<file path="src/rtl/fixed_point_q24_8_alu_defines.svh">
// ----------------------------------------------------------------------------
// fixed_point_q24_8_alu_defines
// Assertion macros used by the ALU RTL file fpa_back.
// ----------------------------------------------------------------------------
`ifndef FIXED_POINT_Q24_8_ALU_DEFINES_SVH
`define FIXED_POINT_Q24_8_ALU_DEFINES_SVH

// Same-cycle implication, checked on every clock edge outside reset.
`define FPA_ASSERT_NOW(name, pre, post, msg) \
    name: assert property (@(posedge clk) disable iff (!rst_n) (pre) |-> (post)) \
        else $error(msg);

// Next-cycle implication.
`define FPA_ASSERT_NEXT(name, pre, post, msg) \
    name: assert property (@(posedge clk) disable iff (!rst_n) (pre) |=> (post)) \
        else $error(msg);

`endif

</file>
<file path="src/rtl/fpa_pkg.sv">
// ----------------------------------------------------------------------------
// fpa_pkg
// Types and constants shared by the fixed-point ALU modules.
// ----------------------------------------------------------------------------
`timescale 1ns / 1ps
`default_nettype none

package fpa_pkg;

    localparam int FIELD_W          = 32;
    localparam int FRAC_BITS_DEF    = 8;
    localparam int DATA_WIDTH_DEF   = 32;
    localparam int QUEUE_DEPTH      = 2;

    typedef enum logic [3:0] {
        OP_ADD      = 4'd0,
        OP_SUB      = 4'd1,
        OP_MUL      = 4'd2,
        OP_DIV      = 4'd3,
        OP_GT       = 4'd4,
        OP_LT       = 4'd5,
        OP_EQ       = 4'd6,
        OP_NE       = 4'd7,
        OP_GE       = 4'd8,
        OP_LE       = 4'd9,
        OP_MIN      = 4'd10,
        OP_MAX      = 4'd11,
        OP_INC      = 4'd12,
        OP_DEC      = 4'd13,
        OP_FROM_INT = 4'd14,
        OP_TO_INT   = 4'd15
    } op_e;

    typedef struct packed {
        logic [3:0]                 opcode;
        logic signed [FIELD_W-1:0]  operand_a;
        logic signed [FIELD_W-1:0]  operand_b;
    } req_t;

    typedef struct packed {
        logic signed [FIELD_W-1:0]  result_value;
        logic                       compare_true;
        logic                       divide_by_zero;
    } rsp_t;

    // classified item: operands already sign-extended from the data width
    typedef struct packed {
        op_e                        op;
        logic signed [FIELD_W-1:0]  a;
        logic signed [FIELD_W-1:0]  b;
        logic                       dz;
    } cls_t;

endpackage

`default_nettype wire

</file>
<file path="src/rtl/fpa_front.sv">
// ----------------------------------------------------------------------------
// fpa_front
// Accepts request items, narrows operands to the data width and flags
// divide by zero.
// ----------------------------------------------------------------------------
`timescale 1ns / 1ps
`default_nettype none

module fpa_front
    import fpa_pkg::*;
#(
    parameter int DATA_WIDTH = DATA_WIDTH_DEF
)
(
    input  wire logic   clk,
    input  wire logic   rst_n,
    input  wire logic   req_valid,
    output logic        req_stall,
    input  wire req_t   req,
    output logic        cls_valid,
    input  wire logic   cls_full,
    output cls_t        cls
);

    localparam int SH = FIELD_W - DATA_WIDTH;

    logic valid_reg;
    logic valid_next;
    cls_t item_reg;
    cls_t item_next;
    logic signed [FIELD_W-1:0] a_sh;
    logic signed [FIELD_W-1:0] b_sh;
    logic take;

    assign req_stall = valid_reg && cls_full;
    assign take      = req_valid && !req_stall;

    always_comb
    begin
        a_sh           = req.operand_a <<< SH;
        b_sh           = req.operand_b <<< SH;
        item_next.op   = op_e'(req.opcode);
        item_next.a    = a_sh >>> SH;
        item_next.b    = b_sh >>> SH;
        item_next.dz   = (op_e'(req.opcode) == OP_DIV) && (b_sh == '0);
    end

    always_comb
    begin
        valid_next = valid_reg;
        if (take)
        begin
            valid_next = 1'b1;
        end
        else if (!cls_full)
        begin
            valid_next = 1'b0;
        end
    end

    always_ff @(posedge clk or negedge rst_n)
    begin
        if (!rst_n)
        begin
            valid_reg <= 1'b0;
        end
        else
        begin
            valid_reg <= valid_next;
        end
    end

    always_ff @(posedge clk)
    begin
        if (take)
        begin
            item_reg <= item_next;
        end
    end

    assign cls_valid = valid_reg;
    assign cls       = item_reg;

endmodule

`default_nettype wire

</file>
<file path="config.mk">
export PLATFORM = sky130hd
export DESIGN_NAME = fpa_front
export DESIGN_NICKNAME = d
export VERILOG_FILES = /design/src/rtl/fixed_point_q24_8_alu_defines.svh /design/src/rtl/fpa_pkg.sv /design/src/rtl/fpa_front.sv
export SDC_FILE = /design/constraint.sdc
export NUM_CORES = 1
export LEC_CHECK = 0
export BUFFER_PORTS_ARGS = -buffer_cell sky130_fd_sc_hd__clkbuf_2
export CELL_PAD_IN_SITES_DETAIL_PLACEMENT = 0
export CELL_PAD_IN_SITES_GLOBAL_PLACEMENT = 2
export CORE_MARGIN = 4
export CORE_UTILIZATION = 24
export CTS_CLUSTER_DIAMETER = 200
export DETAILED_ROUTE_END_ITERATION = 8
export GPL_TIMING_DRIVEN = 0
export PLACE_DENSITY = 0.81
export SYNTH_ARGS = -nofsm -noshare
export SYNTH_HDL_FRONTEND = slang
export SYNTH_SLANG_ARGS = --single-unit
</file>
<file path="constraint.sdc">
create_clock -name clk -period 4.1 [get_ports clk]
set_clock_uncertainty 0.05 [all_clocks]
set_input_delay 0.82 -clock clk [delete_from_list [all_inputs] [get_ports clk]]
set_output_delay 0.82 -clock clk [all_outputs]
set_load 0.01 [all_outputs]
</file>
==> results.toml <==
[worst_hold_path]
hold_class = "in -> async"

[timing]
tightestPinTransition_ns = 0.9304
setup_viol = 0
hold_violations = 0
fin_tns_setup_ns = 0
min_period_ns = 2.174
rsz0062_at_grt = "no"
finalCritPeriodShare = 0.5303
slew_violations = 0
timing.fmax_mhz = 459.9
slew_headroom = 0.3784

[drt]
postRouteWirelength_um = 5227
wl_per_cell_um = 14.85
drtAntennaViolNets = 0
drc = 0
drtIter0Drc = 37
vias = 1437
via_per_inst = 4.082
dr.pass1.iters = 4

[global_routing]
antenna_found_initial = 0
grt_start_max_net_pins = 38
grt_overflow = 0
grtUsageTotal = 0.09798
grt_pass1_wl_um = 8183
grt_pass1_vias = 1583

[critical_path]
rr_startpoint = "cls_valid"
end_kind = "flip-flop"
setup.worst_path.class = "in -> reg"
cp.required_ns = 4.08
critPathLaunch = "cls_full"
cp_max_fo = 37
critical_path_arrival_ns = 2.15
crit_path_start_kind = "input pin"

[floorplanning]
fp-row-count = 34
top_level_ports = 143
start_util = 0.2511
die_x_um = 104.2
die_area_um2 = 10860
core_um2 = 8848
die_h_um = 104.2

[pwr]
fin_total_pwr_mw = 1.612
p_leak_nw = 1.405
vdd_drop_max_mv = 0.2081
power_density_nw_per_um2 = 484.0

[finish]
final_common_cell = "clkbuf_2"
drive_gt1_frac = 0.6762
diodes = 0
final_nets = 312
final_cell_mix = "clkbuf_2, edfxtp_1, clkbuf_8, nor4_1"
area_delta_synth_final_pct = 49.89

[cts]
hold_buffers = 0
cts_sinks = 70
cts_tree = "built"
cts.clk_slew.worst_paths_ns = 0.07
cts-buffers-inserted = 9
clk_latency_ns = 0.33
ctsResizeCount = 0
clockBufferDepth = 2
h-tree-depth = 3
postCtsSetupBuffers = 0
cts_root_buf = "clkbuf_8"

[placed_design]
port_buffers = 142
dp_hpwl_um = 4189
finalWeightedCongestion = 0.7228

[synth]
postSynthAreaPerCell_um2 = 25.84
synthDistinctLibCells = 12
yosysSeqAreaShare = 0.9437
syn_area_um2 = 2222
synthCells = 86
yosys_warnings = 0
synth_seq_cells = 70
syn_nets = 158

[job]
maxCapViolations = 0

[run_status]
outcome = "finished, final reports clean"
## sequential cells by signal, indices dropped and copies added, names as in the netlist
register	count
cls	69
cls_valid	1
## power by group
part | switching (mW) | total [mW] | internal (mW)
logic | 0.0682 | 0.121 | 0.0531
registers | 0.00967 | 0.843 | 0.833
clock network | 0.248 | 0.648 | 0.400
total | 0.325 | 1.61 | 1.29
## cell type report
cell class	instances	area, um^2
Multi-Input combinational cell	16	132.6
Timing Repair Buffer	143	730.7
Clock buffer	9	123.9
Tap cell	108	135.1
Sequential cell	70	2097
Fill cell	857	5518
Clock inverter	6	111.4
## logic make-up after synthesis
family,share of synthesized area
flops,0.9437
simple gates,0.05631
## per-stage QoR
step | hold WS [ns] | cell area [um^2] | util | setup WS [ns] | instances
2_1_floorplan | 0.4744 | 2225 | - | 0.7820 | 86
3_3_place_gp | 0.5475 | 3070 | 0.3470 | 0.1346 | 336
3_5_place_dp | 0.5510 | 3095 | 0.3498 | 1.545 | 337
4_1_cts | 0.1753 | 3331 | 0.3764 | 1.926 | 352
5_1_grt | 0.1653 | 3331 | 0.3764 | 1.825 | 352
6_report | 0.1991 | 3331 | 0.3764 | 1.926 | 352
## cell usage after synthesis
master	n	area share
nand4_1	1	0.0028
or2_2	1	0.0028
and2_1	1	0.0028
nor3_2	1	0.0045
nor4_1	5	0.014
dfrtp_1	1	0.011
nand2_1	1	0.0017
nand3_1	1	0.0023
and4bb_2	1	0.0056
edfxtp_1	69	0.93
nor4_2	3	0.017
nor2b_1	1	0.0028
## worst max-delay path, stage by stage
cell      delay [ns]
clkbuf_2        0.07
and2_1          0.19
nor2b_4         0.74
buf_12          0.31
## layer usage
| metal | up-vias | global-route usage | wire length, um |
|---|---|---|---|
| li1 | 664 | - | - |
| met1 | 658 | 0.1074 | 2022 |
| met2 | 109 | 0.1555 | 2433 |
| met3 | 6 | 0.07014 | 734 |
| met4 | 0 | 0.01994 | 37 |
| met5 | - | 0 | 0 |
## worst paths after layout
kind / slack (ns) / to / cells after the start
setup / recovery: 1.93 / cls[34] / 4
hold / removal: 0.20 / cls_valid / 1
setup reg to reg: 2.11 / cls[34] / 3
hold reg to reg: 0.67 / cls_valid / 2
max in group asynchronous: 3.71 / cls_valid / 1
min in group clk: 0.61 / cls[56] / 1
(Power assumes the default switching activity.)
