$ cat src/rtl/fixed_point_q24_8_alu_defines.svh
// ----------------------------------------------------------------------------
// fixed_point_q24_8_alu_defines
// Assertion macros used by the ALU RTL file fpa_back.
// ----------------------------------------------------------------------------
`ifndef FIXED_POINT_Q24_8_ALU_DEFINES_SVH
`define FIXED_POINT_Q24_8_ALU_DEFINES_SVH

// Same-cycle implication, checked on every clock edge outside reset.
`define FPA_ASSERT_NOW(name, pre, post, msg) \
    name: assert property (@(posedge clk) disable iff (!rst_n) (pre) |-> (post)) \
        else $error(msg);

// Next-cycle implication.
`define FPA_ASSERT_NEXT(name, pre, post, msg) \
    name: assert property (@(posedge clk) disable iff (!rst_n) (pre) |=> (post)) \
        else $error(msg);

`endif

$ cat src/rtl/fpa_pkg.sv
// ----------------------------------------------------------------------------
// fpa_pkg
// Types and constants shared by the fixed-point ALU modules.
// ----------------------------------------------------------------------------
`timescale 1ns / 1ps
`default_nettype none

package fpa_pkg;

    localparam int FIELD_W          = 32;
    localparam int FRAC_BITS_DEF    = 8;
    localparam int DATA_WIDTH_DEF   = 32;
    localparam int QUEUE_DEPTH      = 2;

    typedef enum logic [3:0] {
        OP_ADD      = 4'd0,
        OP_SUB      = 4'd1,
        OP_MUL      = 4'd2,
        OP_DIV      = 4'd3,
        OP_GT       = 4'd4,
        OP_LT       = 4'd5,
        OP_EQ       = 4'd6,
        OP_NE       = 4'd7,
        OP_GE       = 4'd8,
        OP_LE       = 4'd9,
        OP_MIN      = 4'd10,
        OP_MAX      = 4'd11,
        OP_INC      = 4'd12,
        OP_DEC      = 4'd13,
        OP_FROM_INT = 4'd14,
        OP_TO_INT   = 4'd15
    } op_e;

    typedef struct packed {
        logic [3:0]                 opcode;
        logic signed [FIELD_W-1:0]  operand_a;
        logic signed [FIELD_W-1:0]  operand_b;
    } req_t;

    typedef struct packed {
        logic signed [FIELD_W-1:0]  result_value;
        logic                       compare_true;
        logic                       divide_by_zero;
    } rsp_t;

    // classified item: operands already sign-extended from the data width
    typedef struct packed {
        op_e                        op;
        logic signed [FIELD_W-1:0]  a;
        logic signed [FIELD_W-1:0]  b;
        logic                       dz;
    } cls_t;

endpackage

`default_nettype wire

$ cat src/rtl/fpa_queue.sv
// ----------------------------------------------------------------------------
// fpa_queue
// Short FIFO of classified items between front end and execution pipeline.
// ----------------------------------------------------------------------------
`timescale 1ns / 1ps
`default_nettype none

module fpa_queue
    import fpa_pkg::*;
(
    input  wire logic   clk,
    input  wire logic   rst_n,
    input  wire logic   push_valid,
    output logic        full,
    input  wire cls_t   push_item,
    output logic        pop_valid,
    input  wire logic   pop,
    output cls_t        pop_item
);

    localparam int PW = (QUEUE_DEPTH > 1) ? $clog2(QUEUE_DEPTH) : 1;
    localparam int CW = $clog2(QUEUE_DEPTH + 1);

    cls_t           mem [QUEUE_DEPTH];
    logic [PW-1:0]  wr_ptr_reg;
    logic [PW-1:0]  wr_ptr_next;
    logic [PW-1:0]  rd_ptr_reg;
    logic [PW-1:0]  rd_ptr_next;
    logic [CW-1:0]  count_reg;
    logic [CW-1:0]  count_next;
    logic           do_push;
    logic           do_pop;

    assign full      = (count_reg == CW'(QUEUE_DEPTH));
    assign pop_valid = (count_reg != '0);
    assign do_push   = push_valid && !full;
    assign do_pop    = pop && pop_valid;
    assign pop_item  = mem[rd_ptr_reg];

    always_comb
    begin
        wr_ptr_next = wr_ptr_reg;
        rd_ptr_next = rd_ptr_reg;
        count_next  = count_reg;
        if (do_push)
        begin
            wr_ptr_next = (wr_ptr_reg == PW'(QUEUE_DEPTH - 1)) ? '0 : wr_ptr_reg + 1'b1;
        end
        if (do_pop)
        begin
            rd_ptr_next = (rd_ptr_reg == PW'(QUEUE_DEPTH - 1)) ? '0 : rd_ptr_reg + 1'b1;
        end
        if (do_push && !do_pop)
        begin
            count_next = count_reg + 1'b1;
        end
        else if (do_pop && !do_push)
        begin
            count_next = count_reg - 1'b1;
        end
    end

    always_ff @(posedge clk or negedge rst_n)
    begin
        if (!rst_n)
        begin
            wr_ptr_reg <= '0;
            rd_ptr_reg <= '0;
            count_reg  <= '0;
        end
        else
        begin
            wr_ptr_reg <= wr_ptr_next;
            rd_ptr_reg <= rd_ptr_next;
            count_reg  <= count_next;
        end
    end

    always_ff @(posedge clk)
    begin
        if (do_push)
        begin
            mem[wr_ptr_reg] <= push_item;
        end
    end

endmodule

`default_nettype wire

$ cat config.mk
export PLATFORM = sky130hd
export DESIGN_NAME = fpa_queue
export DESIGN_NICKNAME = d
export VERILOG_FILES = /design/src/rtl/fixed_point_q24_8_alu_defines.svh /design/src/rtl/fpa_pkg.sv /design/src/rtl/fpa_queue.sv
export SDC_FILE = /design/constraint.sdc
export NUM_CORES = 1
export LEC_CHECK = 0
export BUFFER_PORTS_ARGS = -buffer_cell sky130_fd_sc_hd__buf_2
export CAP_MARGIN = 20
export CORE_UTILIZATION = 54
export CTS_BUF_LIST = sky130_fd_sc_hd__clkbuf_8
export CTS_CLUSTER_DIAMETER = 50
export DETAILED_ROUTE_END_ITERATION = 7
export HOLD_SLACK_MARGIN = 0.12
export PLACE_DENSITY = 0.81
export SYNTH_ARGS = -nofsm -noshare
export SYNTH_HDL_FRONTEND = slang
export SYNTH_SLANG_ARGS = --single-unit
$ cat constraint.sdc
create_clock -name clk -period 5.4 [get_ports clk]
set_input_delay 0.27 -clock clk [delete_from_list [all_inputs] [get_ports clk]]
set_output_delay 0.27 -clock clk [all_outputs]
set_load 0.05 [all_outputs]
==> impl_metrics.tcl <==
set metrics [dict create \
    post-route-period-util 0.529 \
    die_x_microns 103 \
    slew_headroom 0.367 \
    antenna_violating_nets_post_route 0 \
    synth_area_in_simple_gates 0.00611 \
    crit_path_end_kind "output pin" \
    fp.dieArea_sq_mm 0.0106 \
    detailedRoute.firstIterationViolations 45 \
    pwr_density_cell_mw_per_mm2 591 \
    synth_area_sq_mm 0.00553 \
    grt_setup_unrepaired "false" \
    grt_max_degree 70 \
    number_of_global_route_vias_before_repair 2973 \
    numPortBuffers 143 \
    synth-xor-area-share 0.00792 \
    starting_density 0.561 \
    yosysWarnings 0 \
    layout.cells.most_common "sky130_fd_sc_hd__buf_2" \
    die-height_microns 103 \
    fillers 598 \
    clk_pin_slew_worst_paths_ns 0.07 \
    power_frac_comb 0.439 \
    startpoint "rd_ptr_reg$_DFFE_PN0P_" \
    largest_register_ffs 138 \
    clock.fmax_ghz 0.350 \
    layout_common_cells "143 x sky130_fd_sc_hd__buf_2, 138 x sky130_fd_sc_hd__edfxtp_1, 71 x sky130_fd_sc_hd__dlygate4sd3_1" \
    critical_path_required_ns 5.13 \
    grt_first_pass_wirelength_microns 14300 \
    io-pin-count 144 \
    crit-reg2reg-launch "count_reg[0]$_DFFE_PN0P_" \
    cp_data_arrival_time_ns 2.58 \
    hp-class "input port to asynchronous set/reset pin" \
    syn_inst 234 \
    total_wire_length_microns 10000 \
    ys_seq_elements 142 \
    antenna-diode-count 0 \
    netSwitchingPower_w 0.00179 \
    timing.final.max_slew_violations 0 \
    vias 2955 \
    detailed_place_hpwl_microns 5600 \
    cts.root.buffer_cell "sky130_fd_sc_hd__clkbuf_8" \
    vdd.ir_drop.worst_v 0.000614 \
    grt_antenna_before_repair 0 \
    remaining_drc_errors 0 \
    setup.worst_path.start_class "flip-flop" \
    power_leakage_nw 3.02 \
    timing_worst_slew_pin_value_ns 0.950 \
    routed_via_density 4.86 \
    finClkSkew_ns 0.0101 \
    layout.nets 536 \
    detail_route.wl_per_cell_microns 16.4 \
    hold_viol 0 \
    synth-compound-area-share 0 \
    synth.yosys.seq_area_share 0.768 \
    yosysUniqueCellTypes 14 \
    fin_setup_tns_ns 0 \
    grtUsageTotal 0.192 \
    layout_min_cycle_time_ns 2.85 \
    yosys-mux-area-fraction 0.187 \
    insertion_delay_to_the_later_sink_of_the_worst_skew_pair_ns 0.44 \
    p_clk_frac 0.185 \
    gp_congestion 0.703 \
    clk_path_buf_depth 2 \
    cts_tree "yes" \
    layout-drive-gt1-share 0.522 \
    core.rowCount 36 \
    power_w 0.00438 \
    finalSetupViolCount 0 \
    max-cap-violations 0 \
    synth_adder_area_share 0.00226 \
    crit_path_max_fanout 37 \
    flow.area_growth_from_synthesis_pct 34.1 \
    power_report.internal_total_w 0.00259 \
    reg2regPathDepth 4 \
    clock_sink_count 142 \
    dr.pass1.iters 4 \
    run_status "finished, final reports clean" \
    synthesis.area_per_instance_sq_um 23.6 \
    net_switching_share_of_the_total_power 0.409 \
    core_footprint_sq_mm 0.00986 \
    synth_top_family_by_area "multiplexers" \
    grt.overflow.total 0 \
    numCtsBuffers 17 \
    timing_worst_setup_path_type "flip-flop to output pin" \
    synth_nets 308 \
    portion_of_total_power_attributed_to_sequential_cells 0.377 \
    ctsHtreeMaxLevel 4 \
]
-- cell type report --
| cell class | count | area [sq um] | area share |
|---|---|---|---|
| clock buffer | 19 | 262 | 0.0353 |
| clock inverter | 13 | 125 | 0.0169 |
| inverter | 2 | 7.51 | 0.00101 |
| multi-input combinational | 82 | 1140 | 0.154 |
| sequential | 142 | 4250 | 0.573 |
| tap | 133 | 166 | 0.0224 |
| timing repair buffer | 217 | 1470 | 0.198 |
-- worst paths after layout --
check                                           end  slack, ns
setup reg to reg               mem[0][34]$_DFFE_PP_       3.31
min in group clk             wr_ptr_reg$_DFFE_PN0N_       0.22
setup / recovery                       pop_item[17]       2.55
max in group asynchronous    rd_ptr_reg$_DFFE_PN0P_       5.10
hold / removal             count_reg[1]$_DFFE_PN0P_       0.16
hold reg to reg            count_reg[1]$_DFFE_PN0P_       0.49
-- worst max-delay path, cell delays in order (launching register included) --
cell and delay (ns):
sky130_fd_sc_hd__dfrtp_4 0.86, sky130_fd_sc_hd__buf_4 0.68, sky130_fd_sc_hd__mux2_4 0.36, sky130_fd_sc_hd__buf_2 0.21
-- synth_stat cells, drive strengths merged --
master	n	share of area
dfrtp	4	0.018
and3	1	0.0011
xor2	2	0.0032
nand2b	1	0.0011
mux2	69	0.19
ha	1	0.0023
nand2	2	0.0014
buf	8	0.027
xnor2	3	0.0048
edfxtp	138	0.75
or2	1	0.0011
inv	2	0.0014
nor2	2	0.0014
-- through the flow --
step           instance area [sq um]  worst slack [ns]  utilization  hold WS (ns)  cells
6_report                        7420              2.55        0.752         0.161    608
5_1_grt                         7420              2.44        0.752         0.163    608
4_1_cts                         7420              2.52        0.752         0.137    608
3_5_place_dp                    6320              3.00        0.641        0.0800    505
3_3_place_gp                    6290              2.89        0.638        0.0785    504
2_1_floorplan                   5530              1.40            -       -0.0256    234
-- cells by family (layout without fill, tap and decap cells) --
logic type               Yosys count  in the layout
multiplexers                      69             69
flip-flops                       142            142
buffers and inverters             10            251
AND/OR/NAND/NOR                    7              7
adder cells (fa/ha/maj)            1              1
XOR/XNOR                           5              5
-- power by group through the flow --
| stage | Sequential (W) | Combinational [W] | Clock [W] |
|---|---|---|---|
| global placement | 0.00166 | 0.00185 | 0 |
| finish | 0.00165 | 0.00192 | 0.000809 |
| CTS | 0.00165 | 0.00193 | 0.000823 |
| detailed placement | 0.00167 | 0.00188 | 0 |
| floorplan | 0.00160 | 0.00171 | 0 |
| global route | 0.00167 | 0.00202 | 0.000865 |
-- layer usage --
metal	track usage	wire, microns	vias up
li1	-	-	1379
met5	0	0	-
met2	0.340	5340	109
met4	0.0888	204	0
met1	0.209	3930	1450
met3	0.0659	520	17
-- timing repair --
action | 4_1_cts | 5_1_grt
endpoints found under the hold margin | 143 | 0
resized for setup | 0 | 0
hold buffers | 71 | 0
buffers inserted | 0 | 0
Note: power is estimated with default switching activity, not from simulation.
